## config.mk

```make
export PLATFORM = sky130hd
export DESIGN_NAME = sine_weighted_moving_average_flat
export DESIGN_NICKNAME = d
export VERILOG_FILES = /design/src/hdl/swma_pkg.sv /design/src/hdl/swma_ifs.sv /design/src/hdl/sine_weighted_moving_average.sv /design/src/hdl/swma_ram.sv /design/src/hdl/swma_datapath.sv /design/src/hdl/swma_ctrl.sv /design/src/flat_wrapper.sv
export VERILOG_INCLUDE_DIRS = /design/src /design/src/hdl
export SDC_FILE = /design/constraint.sdc
export NUM_CORES = 2
export LEC_CHECK = 0
export BUFFER_PORTS_ARGS = -buffer_cell sky130_fd_sc_hd__clkbuf_2
export CAP_MARGIN = 20
export CORE_MARGIN = 2
export CORE_UTILIZATION = 30
export DETAILED_ROUTE_END_ITERATION = 10
export GPL_ROUTABILITY_DRIVEN = 0
export GPL_TIMING_DRIVEN = 0
export PLACE_DENSITY_LB_ADDON = 0.15
export SETUP_SLACK_MARGIN = 0.15
export SKIP_LAST_GASP = 1
export SYNTH_ARGS = -nofsm -noshare
export SYNTH_HDL_FRONTEND = slang
export SYNTH_SLANG_ARGS = --single-unit
```

## constraint.sdc

```tcl
create_clock -name clk -period 8.6 [get_ports clk]
set_input_delay 0.86 -clock clk [delete_from_list [all_inputs] [get_ports clk]]
set_output_delay 0.86 -clock clk [all_outputs]
set_load 0.005 [all_outputs]
```

## src/hdl/sine_weighted_moving_average_assert.svh

```systemverilog
// Assertion macros for the sine weighted moving average block.
// Used by the controller; expects clk and rst_n in the including scope.
`ifndef SINE_WEIGHTED_MOVING_AVERAGE_ASSERT_SVH
`define SINE_WEIGHTED_MOVING_AVERAGE_ASSERT_SVH
`ifndef SYNTHESIS
`define SWMA_ASSERT(lbl, prop) \
    lbl: assert property (@(posedge clk) disable iff (!rst_n) (prop)) \
        else $error("%m: assertion failed");
`define SWMA_ASSERT_IMPL(lbl, ante, cons) \
    lbl: assert property (@(posedge clk) disable iff (!rst_n) (ante) |-> (cons)) \
        else $error("%m: assertion failed");
`define SWMA_ASSERT_NEXT(lbl, ante, cons) \
    lbl: assert property (@(posedge clk) disable iff (!rst_n) (ante) |=> (cons)) \
        else $error("%m: assertion failed");
`else
`define SWMA_ASSERT(lbl, prop)
`define SWMA_ASSERT_IMPL(lbl, ante, cons)
`define SWMA_ASSERT_NEXT(lbl, ante, cons)
`endif
`endif

```

## src/hdl/swma_pkg.sv

```systemverilog
// Shared types, constants and the sine weight table for the moving average.
// No dependencies.
package swma_pkg;

    localparam int MAX_PERIOD    = 64;
    localparam int PERIOD_W      = 7;
    localparam int SLOT_W        = $clog2(MAX_PERIOD);
    localparam int SAMPLE_W      = 32;
    localparam int WEIGHT_W      = 17;
    localparam int WIDX_W        = 4;
    localparam int WEIGHT_PERIOD = 12;
    localparam int PROD_W        = SAMPLE_W + WEIGHT_W;
    localparam int ACC_W         = 56;
    localparam int WSUM_W        = 18;
    localparam int DIV_STEPS     = ACC_W;
    localparam int DCNT_W        = $clog2(DIV_STEPS);

    localparam logic [ACC_W-1:0] MAG_POS_LIM = ACC_W'(64'h0000_0000_7FFF_FFFF);
    localparam logic [ACC_W-1:0] MAG_NEG_LIM = ACC_W'(64'h0000_0000_8000_0000);
    localparam logic [SAMPLE_W-1:0] AVG_MAX  = 32'h7FFF_FFFF;
    localparam logic [SAMPLE_W-1:0] AVG_MIN  = 32'h8000_0000;

    typedef enum logic [2:0] {
        ST_IDLE,
        ST_MAC,
        ST_CHECK,
        ST_DIV,
        ST_LOAD
    } state_t;

    typedef struct packed {
        logic sample_take;
        logic cfg_take;
        logic tap_issue;
        logic div_start;
        logic div_step;
        logic out_load;
    } cmd_t;

    typedef struct packed {
        logic                fires;
        logic [PERIOD_W-1:0] eff_period;
        logic                pipe_busy;
        logic                bad;
        logic                out_free;
    } stat_t;

    // sin((j+1)*pi/6) in Q2.15, indexed by j mod 12
    function automatic logic signed [WEIGHT_W-1:0] sine_weight(input logic [WIDX_W-1:0] idx);
        logic signed [WEIGHT_W-1:0] w;
        case (idx)
            4'd0:    w = 17'sd16384;
            4'd1:    w = 17'sd28378;
            4'd2:    w = 17'sd32768;
            4'd3:    w = 17'sd28378;
            4'd4:    w = 17'sd16384;
            4'd6:    w = -17'sd16384;
            4'd7:    w = -17'sd28378;
            4'd8:    w = -17'sd32768;
            4'd9:    w = -17'sd28378;
            4'd10:   w = -17'sd16384;
            default: w = '0;
        endcase
        return w;
    endfunction

endpackage

```

## src/hdl/swma_ifs.sv

```systemverilog
// Valid/ready channel interfaces: sample input, configuration write, result.
// Depends on swma_pkg.
interface swma_in_if;
    import swma_pkg::*;
    logic                       valid;
    logic                       ready;
    logic signed [SAMPLE_W-1:0] sample;
    modport source (output valid, output sample, input ready);
    modport sink   (input valid, input sample, output ready);
endinterface

interface swma_cfg_if;
    import swma_pkg::*;
    logic                valid;
    logic                ready;
    logic [PERIOD_W-1:0] period;
    modport source (output valid, output period, input ready);
    modport sink   (input valid, input period, output ready);
endinterface

interface swma_out_if;
    import swma_pkg::*;
    logic                       valid;
    logic                       ready;
    logic signed [SAMPLE_W-1:0] average;
    logic                       status;
    modport source (output valid, output average, output status, input ready);
    modport sink   (input valid, input average, input status, output ready);
endinterface

```

## src/hdl/sine_weighted_moving_average.sv

```systemverilog
// Top level of the sine weighted moving average: controller plus datapath.
// Depends on swma_pkg, swma_ifs, swma_ctrl, swma_datapath.
//
//  channel   dir  payload                     word accepted when
//  samples   in   sample[31:0] Q16.16         samples.valid && samples.ready
//  cfg       in   period[6:0]                 cfg.valid && cfg.ready
//  results   out  average[31:0], status       results.valid && results.ready
//
// Full word: once it is taken the block runs P taps (P = effective period) through ring
// RAM and MAC, drains the MAC pipeline, checks, runs 56 divide steps and loads the result;
// the next word can go in the cycle after the load. An invalid period skips the divider.
// Warm-up words are taken without leaving idle; a period write is taken only when idle and
// wins over a sample offered in the same cycle. rst_n clears control state only.
// A waiting result stalls the block in its load state only once the next one is done.
module sine_weighted_moving_average (
    input  logic       clk,
    input  logic       rst_n,
    swma_in_if.sink    samples,
    swma_cfg_if.sink   cfg,
    swma_out_if.source results
);
    import swma_pkg::*;

    cmd_t  cmd;
    stat_t stat;

    swma_ctrl u_ctrl (
        .clk          (clk),
        .rst_n        (rst_n),
        .sample_valid (samples.valid),
        .sample_ready (samples.ready),
        .cfg_valid    (cfg.valid),
        .cfg_ready    (cfg.ready),
        .cmd          (cmd),
        .stat         (stat)
    );

    swma_datapath u_dp (
        .clk          (clk),
        .rst_n        (rst_n),
        .cmd          (cmd),
        .stat         (stat),
        .sample       (samples.sample),
        .period_wdata (cfg.period),
        .out_valid    (results.valid),
        .out_ready    (results.ready),
        .average      (results.average),
        .status       (results.status)
    );
endmodule

```

## src/hdl/swma_ram.sv

```systemverilog
// Generic single write port, single read port RAM with registered read.
// No dependencies.
module swma_ram #(
    parameter int WIDTH = 32,
    parameter int DEPTH = 64
) (
    input  logic                     clk,
    input  logic                     we,
    input  logic [$clog2(DEPTH)-1:0] waddr,
    input  logic [WIDTH-1:0]         wdata,
    input  logic                     re,
    input  logic [$clog2(DEPTH)-1:0] raddr,
    output logic [WIDTH-1:0]         rdata
);
    logic [WIDTH-1:0] mem [DEPTH];

    always_ff @(posedge clk)
    begin
        if (we)
        begin
            mem[waddr] <= wdata;
        end
        if (re)
        begin
            rdata <= mem[raddr];
        end
    end
endmodule

```

## src/hdl/swma_datapath.sv

```systemverilog
// Datapath: sample ring, weight MAC pipeline, serial divider, result register.
// Depends on swma_pkg and swma_ram.
module swma_datapath (
    input  logic                                 clk,
    input  logic                                 rst_n,
    input  swma_pkg::cmd_t                       cmd,
    output swma_pkg::stat_t                      stat,
    input  logic signed [swma_pkg::SAMPLE_W-1:0] sample,
    input  logic [swma_pkg::PERIOD_W-1:0]        period_wdata,
    output logic                                 out_valid,
    input  logic                                 out_ready,
    output logic signed [swma_pkg::SAMPLE_W-1:0] average,
    output logic                                 status
);
    import swma_pkg::*;

    logic [PERIOD_W-1:0]        period_reg;
    logic [PERIOD_W-1:0]        eff_period;
    logic [SLOT_W-1:0]          slot_reg;
    logic [PERIOD_W-1:0]        fill_reg;
    logic [SLOT_W-1:0]          rd_ptr_reg;
    logic [WIDX_W-1:0]          widx_reg;
    logic signed [WEIGHT_W-1:0] w1_reg;
    logic signed [WEIGHT_W-1:0] w2_reg;
    logic                       v1_reg;
    logic                       v2_reg;
    logic signed [PROD_W-1:0]   prod_reg;
    logic signed [PROD_W-1:0]   prod;
    logic signed [ACC_W-1:0]    acc_reg;
    logic signed [WSUM_W-1:0]   wsum_reg;
    logic [SAMPLE_W-1:0]        ram_rdata;
    logic                       neg_reg;
    logic [ACC_W-1:0]           quo_reg;
    logic [WSUM_W-1:0]          rem_reg;
    logic [WSUM_W:0]            rem_shift;
    logic [WSUM_W:0]            rem_diff;
    logic [SAMPLE_W-1:0]        avg_sat;
    logic                       residue_bad;
    logic                       out_valid_reg;
    logic signed [SAMPLE_W-1:0] avg_reg;
    logic                       status_reg;

    always_comb
    begin
        if (period_reg == '0)
        begin
            eff_period = PERIOD_W'(1);
        end
        else if (period_reg > PERIOD_W'(MAX_PERIOD))
        begin
            eff_period = PERIOD_W'(MAX_PERIOD);
        end
        else
        begin
            eff_period = period_reg;
        end
    end

    // after the pass widx_reg holds period mod 12
    assign residue_bad = (widx_reg == 4'd0) || (widx_reg == 4'd5) ||
                         (widx_reg == 4'd6) || (widx_reg == 4'd11);

    assign stat.fires      = (fill_reg + PERIOD_W'(1)) >= eff_period;
    assign stat.eff_period = eff_period;
    assign stat.pipe_busy  = v1_reg || v2_reg;
    assign stat.bad        = (period_reg == '0) || (period_reg > PERIOD_W'(MAX_PERIOD)) ||
                             residue_bad || (wsum_reg <= 0);
    assign stat.out_free   = !out_valid_reg || out_ready;

    swma_ram #(
        .WIDTH (SAMPLE_W),
        .DEPTH (MAX_PERIOD)
    ) u_ring (
        .clk   (clk),
        .we    (cmd.sample_take),
        .waddr (slot_reg),
        .wdata (sample),
        .re    (cmd.tap_issue),
        .raddr (rd_ptr_reg),
        .rdata (ram_rdata)
    );

    // control state: period, ring position, fill count
    always_ff @(posedge clk or negedge rst_n)
    begin
        if (!rst_n)
        begin
            period_reg <= PERIOD_W'(1);
            slot_reg   <= '0;
            fill_reg   <= '0;
            v1_reg     <= 1'b0;
            v2_reg     <= 1'b0;
        end
        else
        begin
            v1_reg <= cmd.tap_issue;
            v2_reg <= v1_reg;
            if (cmd.cfg_take)
            begin
                period_reg <= period_wdata;
                slot_reg   <= '0;
                fill_reg   <= '0;
            end
            else if (cmd.sample_take)
            begin
                slot_reg <= slot_reg + SLOT_W'(1);
                if (fill_reg < eff_period)
                begin
                    fill_reg <= fill_reg + PERIOD_W'(1);
                end
            end
        end
    end

    assign prod = w1_reg * $signed(ram_rdata);

    // MAC pipeline: issue, multiply, accumulate
    always_ff @(posedge clk)
    begin
        if (cmd.sample_take)
        begin
            rd_ptr_reg <= slot_reg;
            widx_reg   <= '0;
            acc_reg    <= '0;
            wsum_reg   <= '0;
        end
        else
        begin
            if (cmd.tap_issue)
            begin
                w1_reg     <= sine_weight(widx_reg);
                rd_ptr_reg <= rd_ptr_reg - SLOT_W'(1);
                widx_reg   <= (widx_reg == WIDX_W'(WEIGHT_PERIOD - 1)) ? '0
                                                                     : widx_reg + WIDX_W'(1);
            end
            if (v1_reg)
            begin
                prod_reg <= prod;
                w2_reg   <= w1_reg;
            end
            if (v2_reg)
            begin
                acc_reg  <= acc_reg + ACC_W'(prod_reg);
                wsum_reg <= wsum_reg + WSUM_W'(w2_reg);
            end
        end
    end

    // restoring division of |acc| by the weight sum, one bit per step
    assign rem_shift = {rem_reg, quo_reg[ACC_W-1]};
    assign rem_diff  = rem_shift - {1'b0, wsum_reg};

    always_ff @(posedge clk)
    begin
        if (cmd.div_start)
        begin
            neg_reg <= acc_reg[ACC_W-1];
            quo_reg <= acc_reg[ACC_W-1] ? ACC_W'(-acc_reg) : ACC_W'(acc_reg);
            rem_reg <= '0;
        end
        else if (cmd.div_step)
        begin
            if (!rem_diff[WSUM_W])
            begin
                rem_reg <= rem_diff[WSUM_W-1:0];
                quo_reg <= {quo_reg[ACC_W-2:0], 1'b1};
            end
            else
            begin
                rem_reg <= rem_shift[WSUM_W-1:0];
                quo_reg <= {quo_reg[ACC_W-2:0], 1'b0};
            end
        end
    end

    always_comb
    begin
        if (neg_reg)
        begin
            avg_sat = (quo_reg > MAG_NEG_LIM) ? AVG_MIN : -quo_reg[SAMPLE_W-1:0];
        end
        else
        begin
            avg_sat = (quo_reg > MAG_POS_LIM) ? AVG_MAX : quo_reg[SAMPLE_W-1:0];
        end
    end

    // result word register
    always_ff @(posedge clk or negedge rst_n)
    begin
        if (!rst_n)
        begin
            out_valid_reg <= 1'b0;
        end
        else if (cmd.out_load)
        begin
            out_valid_reg <= 1'b1;
        end
        else if (out_ready)
        begin
            out_valid_reg <= 1'b0;
        end
    end

    always_ff @(posedge clk)
    begin
        if (cmd.out_load)
        begin
            avg_reg    <= stat.bad ? '0 : $signed(avg_sat);
            status_reg <= stat.bad;
        end
    end

    assign out_valid = out_valid_reg;
    assign average   = avg_reg;
    assign status    = status_reg;
endmodule

```

## src/hdl/swma_ctrl.sv

```systemverilog
// Controller FSM: sequences accept, MAC pass, drain, divide and result load.
// Depends on swma_pkg and sine_weighted_moving_average_assert.svh.
`include "sine_weighted_moving_average_assert.svh"
module swma_ctrl (
    input  logic            clk,
    input  logic            rst_n,
    input  logic            sample_valid,
    output logic            sample_ready,
    input  logic            cfg_valid,
    output logic            cfg_ready,
    output swma_pkg::cmd_t  cmd,
    input  swma_pkg::stat_t stat
);
    import swma_pkg::*;

    localparam logic [DCNT_W-1:0] DIV_LAST = DCNT_W'(DIV_STEPS - 1);

    state_t              state_reg;
    state_t              state_next;
    logic [PERIOD_W-1:0] tap_cnt_reg;
    logic [PERIOD_W-1:0] tap_cnt_next;
    logic [DCNT_W-1:0]   div_cnt_reg;
    logic [DCNT_W-1:0]   div_cnt_next;

    always_ff @(posedge clk or negedge rst_n)
    begin
        if (!rst_n)
        begin
            state_reg   <= ST_IDLE;
            tap_cnt_reg <= '0;
            div_cnt_reg <= '0;
        end
        else
        begin
            state_reg   <= state_next;
            tap_cnt_reg <= tap_cnt_next;
            div_cnt_reg <= div_cnt_next;
        end
    end

    always_comb
    begin
        state_next = state_reg;
        unique case (state_reg)
            ST_IDLE:
            begin
                if (sample_valid && !cfg_valid && stat.fires)
                begin
                    state_next = ST_MAC;
                end
            end
            ST_MAC:
            begin
                if (tap_cnt_reg == stat.eff_period && !stat.pipe_busy)
                begin
                    state_next = ST_CHECK;
                end
            end
            ST_CHECK:
            begin
                state_next = stat.bad ? ST_LOAD : ST_DIV;
            end
            ST_DIV:
            begin
                if (div_cnt_reg == DIV_LAST)
                begin
                    state_next = ST_LOAD;
                end
            end
            ST_LOAD:
            begin
                if (stat.out_free)
                begin
                    state_next = ST_IDLE;
                end
            end
            default:
            begin
                state_next = ST_IDLE;
            end
        endcase
    end

    always_comb
    begin
        cmd          = '0;
        sample_ready = 1'b0;
        cfg_ready    = 1'b0;
        tap_cnt_next = tap_cnt_reg;
        div_cnt_next = div_cnt_reg;
        unique case (state_reg)
            ST_IDLE:
            begin
                // a period write wins over a sample offered in the same cycle
                sample_ready    = !cfg_valid;
                cfg_ready       = 1'b1;
                cmd.sample_take = sample_valid && !cfg_valid;
                cmd.cfg_take    = cfg_valid;
                tap_cnt_next    = '0;
            end
            ST_MAC:
            begin
                cmd.tap_issue = tap_cnt_reg != stat.eff_period;
                if (cmd.tap_issue)
                begin
                    tap_cnt_next = tap_cnt_reg + PERIOD_W'(1);
                end
            end
            ST_CHECK:
            begin
                cmd.div_start = !stat.bad;
                div_cnt_next  = '0;
            end
            ST_DIV:
            begin
                cmd.div_step = 1'b1;
                div_cnt_next = div_cnt_reg + DCNT_W'(1);
            end
            ST_LOAD:
            begin
                cmd.out_load = stat.out_free;
            end
            default:
            begin
                cmd = '0;
            end
        endcase
    end

    `SWMA_ASSERT(a_tap_bound, tap_cnt_reg <= stat.eff_period)
    `SWMA_ASSERT_IMPL(a_div_drained, state_reg == ST_DIV, !stat.pipe_busy)
    `SWMA_ASSERT_NEXT(a_warmup_idle, cmd.sample_take && !stat.fires, state_reg == ST_IDLE)
    `SWMA_ASSERT_NEXT(a_div_length, state_reg == ST_DIV && div_cnt_reg == DIV_LAST,
                      state_reg == ST_LOAD)
endmodule

```

## src/flat_wrapper.sv

```systemverilog
// flat-port wrapper written by rule: the top's interface ports become plain ports
module sine_weighted_moving_average_flat import swma_pkg::*;
  (clk, rst_n, samples_valid, samples_sample, samples_ready, cfg_valid, cfg_period, cfg_ready, results_valid, results_average, results_status, results_ready);
  swma_in_if samples_i ();
  swma_cfg_if cfg_i ();
  swma_out_if results_i ();
  input  logic clk;
  input  logic rst_n;
  input wire logic [$bits(samples_i.valid)-1:0] samples_valid;
  input wire logic [$bits(samples_i.sample)-1:0] samples_sample;
  output wire logic [$bits(samples_i.ready)-1:0] samples_ready;
  input wire logic [$bits(cfg_i.valid)-1:0] cfg_valid;
  input wire logic [$bits(cfg_i.period)-1:0] cfg_period;
  output wire logic [$bits(cfg_i.ready)-1:0] cfg_ready;
  output wire logic [$bits(results_i.valid)-1:0] results_valid;
  output wire logic [$bits(results_i.average)-1:0] results_average;
  output wire logic [$bits(results_i.status)-1:0] results_status;
  input wire logic [$bits(results_i.ready)-1:0] results_ready;
  assign samples_i.valid = samples_valid;
  assign samples_i.sample = samples_sample;
  assign samples_ready = samples_i.ready;
  assign cfg_i.valid = cfg_valid;
  assign cfg_i.period = cfg_period;
  assign cfg_ready = cfg_i.ready;
  assign results_valid = results_i.valid;
  assign results_average = results_i.average;
  assign results_status = results_i.status;
  assign results_i.ready = results_ready;
  sine_weighted_moving_average u_core (.clk(clk), .rst_n(rst_n), .samples(samples_i), .cfg(cfg_i), .results(results_i));
endmodule
```

# Word-level counts from Yosys, hierarchy flattened
# Memories as Yosys holds them, arrays and structs flattened. A register that Yosys moved wholly into a read port is not among the register bits.
# Index checks and enable logic that the tools add are counted.
# word_totals
regBits,314
ram_bits,2048
mem_bits_ro,256
inputBits,44
out_inout_bits,36
n_memories,2
# memory_table
name,words,word_bits,read_ports,rd_ports_with_merged_regs,wr,line_no,text
u_core.u_dp.u_ring.mem,64,32,1,1,1,swma_ram.sv:15,logic [WIDTH-1:0] mem [DEPTH];
(name not given),16,16,1,1,0,swma_pkg.sv:51,case (idx)
# classes
addsub,11
mul,1
magnitude_cmp,6
eq_ne,15
mux,38
n_bitwise,1
reduce_logical,30
# ops
op,n
two-way mux 56 bit,3
two-way mux 32 bit,3
adder 56 x 49 -> 56 bit,1
"> comparator 56 x 31 -> 1 bit, second input constant",1
"> comparator 56 x 32 -> 1 bit, second input constant",1
negation 56 bit,1
multiplier 17 x 32 -> 49 bit,1
two-way mux 7 bit,6
negation 32 bit,1
two-way mux 6 bit,4
subtractor 19 x 18 -> 19 bit,1
adder 18 x 17 -> 18 bit,1
"less-or-equal comparator 18 x 1 -> 1 bit, second input constant",1
two-way mux 18 bit,1
two-way mux 3 bit,5
one-hot mux 3 bit (5 select lines),1
"adder 7 x 1 -> 7 bit, second input constant",2
one-hot mux 7 bit (2 select lines),1
nonzero test 2 bit,7
"adder 6 x 1 -> 6 bit, second input constant",2
one-hot mux 6 bit (2 select lines),1
two-way mux 1 bit,11
"inequality test 2 bit, second input constant",5
"equality test 4 x 3 -> 1 bit, second input constant",2
other kinds (23),39

# Depth between registers and ports, before layout
# depth
ltp_word,9
mapped_depth,28

# By module
# Synthesis repeated with hierarchy kept, for this count alone.
# hier_totals
cells_unflattened,6864
area_unflattened_um2,111562.0
# modules_own_cells
module,instances,cells_per_inst,area_per_inst_um2
swma_ram,1,3324,78835.6
swma_datapath,1,3428,31719.2
swma_ctrl,1,112,1007.2

# Worst setup path before layout
# No wires, ideal clock.
# synth_path
kind,register to register
from,reg u_core.u_dp.w1_reg[13]
to,reg u_core.u_dp.prod_reg[42] (data pin)
setup_ps,195
t_arrival_ps,6591
slack_ps,1814
stages_incl_launch_ff,24
period_less_slack_ps,6786
path_cell_list,edfxtp_1 > clkbuf_1 > nand2_1 > inv_1 > fa_1 > inv_1 > fa_1 > fa_1 > inv_1 > ha_1 > fa_1 > fa_1 > ha_1 > clkbuf_1 > o21a_1 > o21ai_0 > a211o_1 > a211o_1 > o21ai_0 > a31oi_1 > nor4_1 > o211ai_1 > a211o_1 > o311ai_0
# synth_between
elab_chain_cells,1
# synth_lines
item,line_no,text
from (decl),swma_datapath.sv:23,logic signed [WEIGHT_W-1:0] w1_reg;
multiplier 17 x 32 -> 49 bit,swma_datapath.sv:115,assign prod = w1_reg * $signed(ram_rdata);
named net u_core.u_dp.prod[42],swma_datapath.sv:28,logic signed [PROD_W-1:0] prod;
to (signal assigned),swma_datapath.sv:138,prod_reg <= prod;
to (decl),swma_datapath.sv:27,logic signed [PROD_W-1:0] prod_reg;
# The timed path passes the listed nets, and every way through them passes these cells.
# A chain may end at the register's enable or synchronous reset.

# Final worst setup path
# layout_path
from,reg u_core.u_dp.w1_reg[16]
to,reg u_core.u_dp.prod_reg[47] (data pin)
# Same word-level chain as after synthesis.

==> out/qor.txt <==
Outcome -> finished, final reports clean
Max stage delay on crit path -> 730 ps
Synth Flop Type -> edfxtp_1
Final WL -> 368000 um
Filler Cell Count -> 35746
Initial Util -> 30.1%
Global route overflow -> 0
RSZ-0062 raised after global routing -> false
Worst Path Required -> 9230 ps
Setup crit start kind -> flop
Mapped cell area -> 0.112 mm^2
Critical R2R Capture -> u_core.u_dp.prod_reg[47]$_DFFE_PP_
Largest area contributor in the netlist -> edfxtp_1
Root buffer cell -> clkbuf_16
Worst R2R Setup Slack -> 520 ps
# Max-Cap Violations -> 0
Worst-Skew Late Latency -> 930 ps
Gr usage total -> 19.0%
Detail Route Antenna Nets -> 0
Critical path's top delay family -> adder cells
Die area -> 0.379 mm^2
Number of global-route vias before repair -> 67510
Hold Path Class -> input port to asynchronous set/reset pin
Syn_nets -> 8136
Number of synthesized register bits -> 2369
Critical path's slowest cell -> edfxtp_1
Rows -> 224
Max reg flops -> 2048
Fin crit share -> 93.9%
Final setup violation count -> 0
Min Tclk post-route -> 8080 ps
Average routed wire per standard cell -> 27.9 um
Vias/cell -> 5.05
Crit path buffers/inverters -> 5
Synth unique cells -> 78
Synth warn -> 0
Slew headroom -> 11.8%
Synth async-reset ratio -> 1.65%
Seq/Total Area, Yosys -> 62.4%
CTS buffer count -> 281
WP data arrival -> 8710 ps
Cells after Synth -> 7447
First-pass GRT wire length -> 516000 um
CTS tree -> done
Hold Buf Count CTS -> 0
CTS clock-pin slew for the worst setup and hold paths -> 60 ps
Fmax -> 0.124 GHz
Reg-to-Reg Start -> u_core.u_dp.w1_reg[16]$_DFFE_PP_
Syn_area_per_cell -> 15.1 um^2
Post-synth top area share -> 59.9%
R2R cell count -> 23
DR vias -> 66442
Area of the multi-input gates -> 0.0391 mm^2
DIE WIDTH -> 615 um
Final net count -> 8658
Port Buf Inserts -> 79
Final Hold Slack -> 78.6 ps
Post-DP HPWL -> 269000 um
Critical-path cell list -> inv_1, clkbuf_1, nor2_1, fa_1, fa_1, fa_1, fa_1, fa_1, inv_1, fa_1, inv_1, ha_1, clkbuf_1, a21o_1, a21o_1, a21oi_1, nand3_1, a41o_1, a221o_1, a21oi_1, a31oi_1, a221oi_1, xnor2_1
Max Root-Sink Buffers -> 4
Crit path depth -> 23
Top cell by count, worst path -> fa_1
Final slew viol count -> 0
Critical path class -> flop to flop
Layout Skew -> 61.8 ps
Clock sinks -> 2369
Critical path capture point type -> flop
Register area -> 0.0700 mm^2
P&R area growth vs syn -> 17.0%
# H-tree levels -> 5
DR pass1 iterations -> 6
Initial antenna violation count -> 30
Top cells by area, synth -> edfxtp_1 (60%), fa_1 (7.4%), mux4_2 (5.9%), mux2i_1 (3.6%), ha_1 (2.6%)
Area of the core -> 0.372 mm^2
Die H -> 615 um
Worst-margin pin slew -> 1320 ps
Share of layout cells above drive strength 1 -> 14.1%
I/O pin cnt -> 80
DRC Markers -> 0
Largest net degree at the start of global routing -> 65
Drt first-iter violations -> 6424
EDFF count, synth -> 2236
CP max FO -> 10
Hold Violations, Final -> 0
[placed cells by master, fill, tap and decap left out, types with 40 or more instances in the layout]
| cell | instances |
|---|---|
| nand2_1 | 284 |
| clkinv_1 | 64 |
| buf_8 | 40 |
| xnor2_1 | 98 |
| inv_1 | 572 |
| dfxtp_1 | 94 |
| a31oi_1 | 45 |
| a211oi_1 | 53 |
| buf_1 | 85 |
| fa_1 | 415 |
| clkbuf_2 | 69 |
| a21oi_1 | 491 |
| mux2_2 | 117 |
| edfxtp_1 | 2236 |
| o22ai_1 | 128 |
| o21ai_0 | 276 |
| clkbuf_1 | 308 |
| xor2_1 | 100 |
| nor2_1 | 303 |
| nand3_1 | 54 |
| ha_1 | 230 |
| mux2i_1 | 399 |
| nor3_1 | 97 |
| buf_12 | 79 |
| mux4_2 | 294 |
| nor2_4 | 65 |
| o221ai_1 | 114 |
| and2_1 | 101 |
| clkbuf_16 | 285 |
| a21o_1 | 91 |
[synthesized netlist by cell type, types with 18 or more instances]
| library cell | instances |
|---|---|
| and2_1 | 102 |
| and3_1 | 18 |
| dfrtp_1 | 38 |
| o21a_1 | 29 |
| fa_1 | 415 |
| o22ai_1 | 128 |
| nand2_1 | 284 |
| xnor2_1 | 98 |
| a21o_1 | 91 |
| buf_1 | 93 |
| mux4_2 | 294 |
| inv_1 | 574 |
| nor3_1 | 97 |
| o31ai_1 | 23 |
| o221ai_1 | 114 |
| nand4_1 | 32 |
| o21bai_1 | 23 |
| o21ai_0 | 277 |
| nor2_1 | 369 |
| nand3_1 | 54 |
| nor4_1 | 26 |
| a31oi_1 | 45 |
| clkbuf_1 | 263 |
| a211oi_1 | 53 |
| nand2b_1 | 28 |
| dfxtp_1 | 94 |
| xor2_1 | 100 |
| or3_1 | 23 |
| ha_1 | 230 |
| a21oi_1 | 491 |
| nor2b_1 | 21 |
| edfxtp_1 | 2236 |
| mux2_2 | 117 |
| mux2i_1 | 399 |
[layout make-up]
| class | instances | share of cell area [%] |
|---|---|---|
| clock buffers | 354 | 5.69 |
| well taps | 4972 | 4.74 |
| clock inverters | 143 | 0.976 |
| flip-flops and latches | 2369 | 53.4 |
| diodes | 10 | 0.0191 |
| multi-input cells | 4144 | 29.8 |
| plain buffers | 356 | 1.04 |
| inverters | 578 | 1.65 |
| repair buffers | 239 | 2.72 |
[timing repair]
item,in CTS,in global routing
setup endpoints to repair,6,7
setup buffers,0,2
cloned,0,0
resized for setup,5,7
[layer usage]
metal  part of all wire [%]  track usage (%)  up-vias
met2                     48             32.2     1992
met5                  0.031                0        -
met3                    5.0             2.44      532
met4                    3.7             6.43       16
met1                     43             25.2    34617
li1                       -                -    29285
[worst max-delay path by stage]
stage / start / to / slack (ps)
global route: u_core.u_dp.w1_reg[16]$_DFFE_PP_ / u_core.u_dp.prod_reg[47]$_DFFE_PP_ / 200
global placement: cfg_valid / u_core.u_dp.u_ring.mem[53][13]$_DFFE_PP_ / -350
floorplan: u_core.u_dp.w1_reg[13]$_SDFFCE_PP0P_ / u_core.u_dp.prod_reg[42]$_DFFE_PP_ / 1810
finish: u_core.u_dp.w1_reg[16]$_DFFE_PP_ / u_core.u_dp.prod_reg[47]$_DFFE_PP_ / 520
detailed placement: u_core.u_dp.w1_reg[12]$_DFFE_PP_ / u_core.u_dp.prod_reg[46]$_DFFE_PP_ / -190
CTS: u_core.u_dp.w1_reg[13]$_SDFFCE_PP0P_ / u_core.u_dp.prod_reg[46]$_DFFE_PP_ / 220
[through the flow]
step / TNS [ps] / worst slack (ps) / area, um^2 / util, % / std cells
2_1_floorplan: 0 / 1810 / 112000 / - / 7447
4_1_cts: 0 / 216 / 131000 / 35.2 / 13146
3_5_place_dp: -663 / -195 / 122000 / 32.9 / 12649
3_3_place_gp: -61210 / -346 / 119000 / 31.9 / 12498
6_report: 0 / 522 / 131000 / 35.2 / 13165
5_1_grt: 0 / 204 / 131000 / 35.2 / 13156
[kinds of logic (layout without fill, tap and decap cells)]
family / count (synthesis) / in the layout / synth area share, %
xor gates and xnor gates: 198 / 198 / 1.55
adders and majority gates: 645 / 645 / 9.98
AOI/OAI and AO/OA: 1373 / 1373 / 7.52
DFF: 2369 / 2369 / 62.4
muxes: 810 / 810 / 10.6
and+or+nand+nor: 1118 / 1118 / 4.74
buffers and inverters: 934 / 1670 / 3.13
other: 0 / 10 / 0
Power is left out: the tool's default activity adds up to more than one toggle a clock period on the data nets, which glitch-free logic cannot reach.
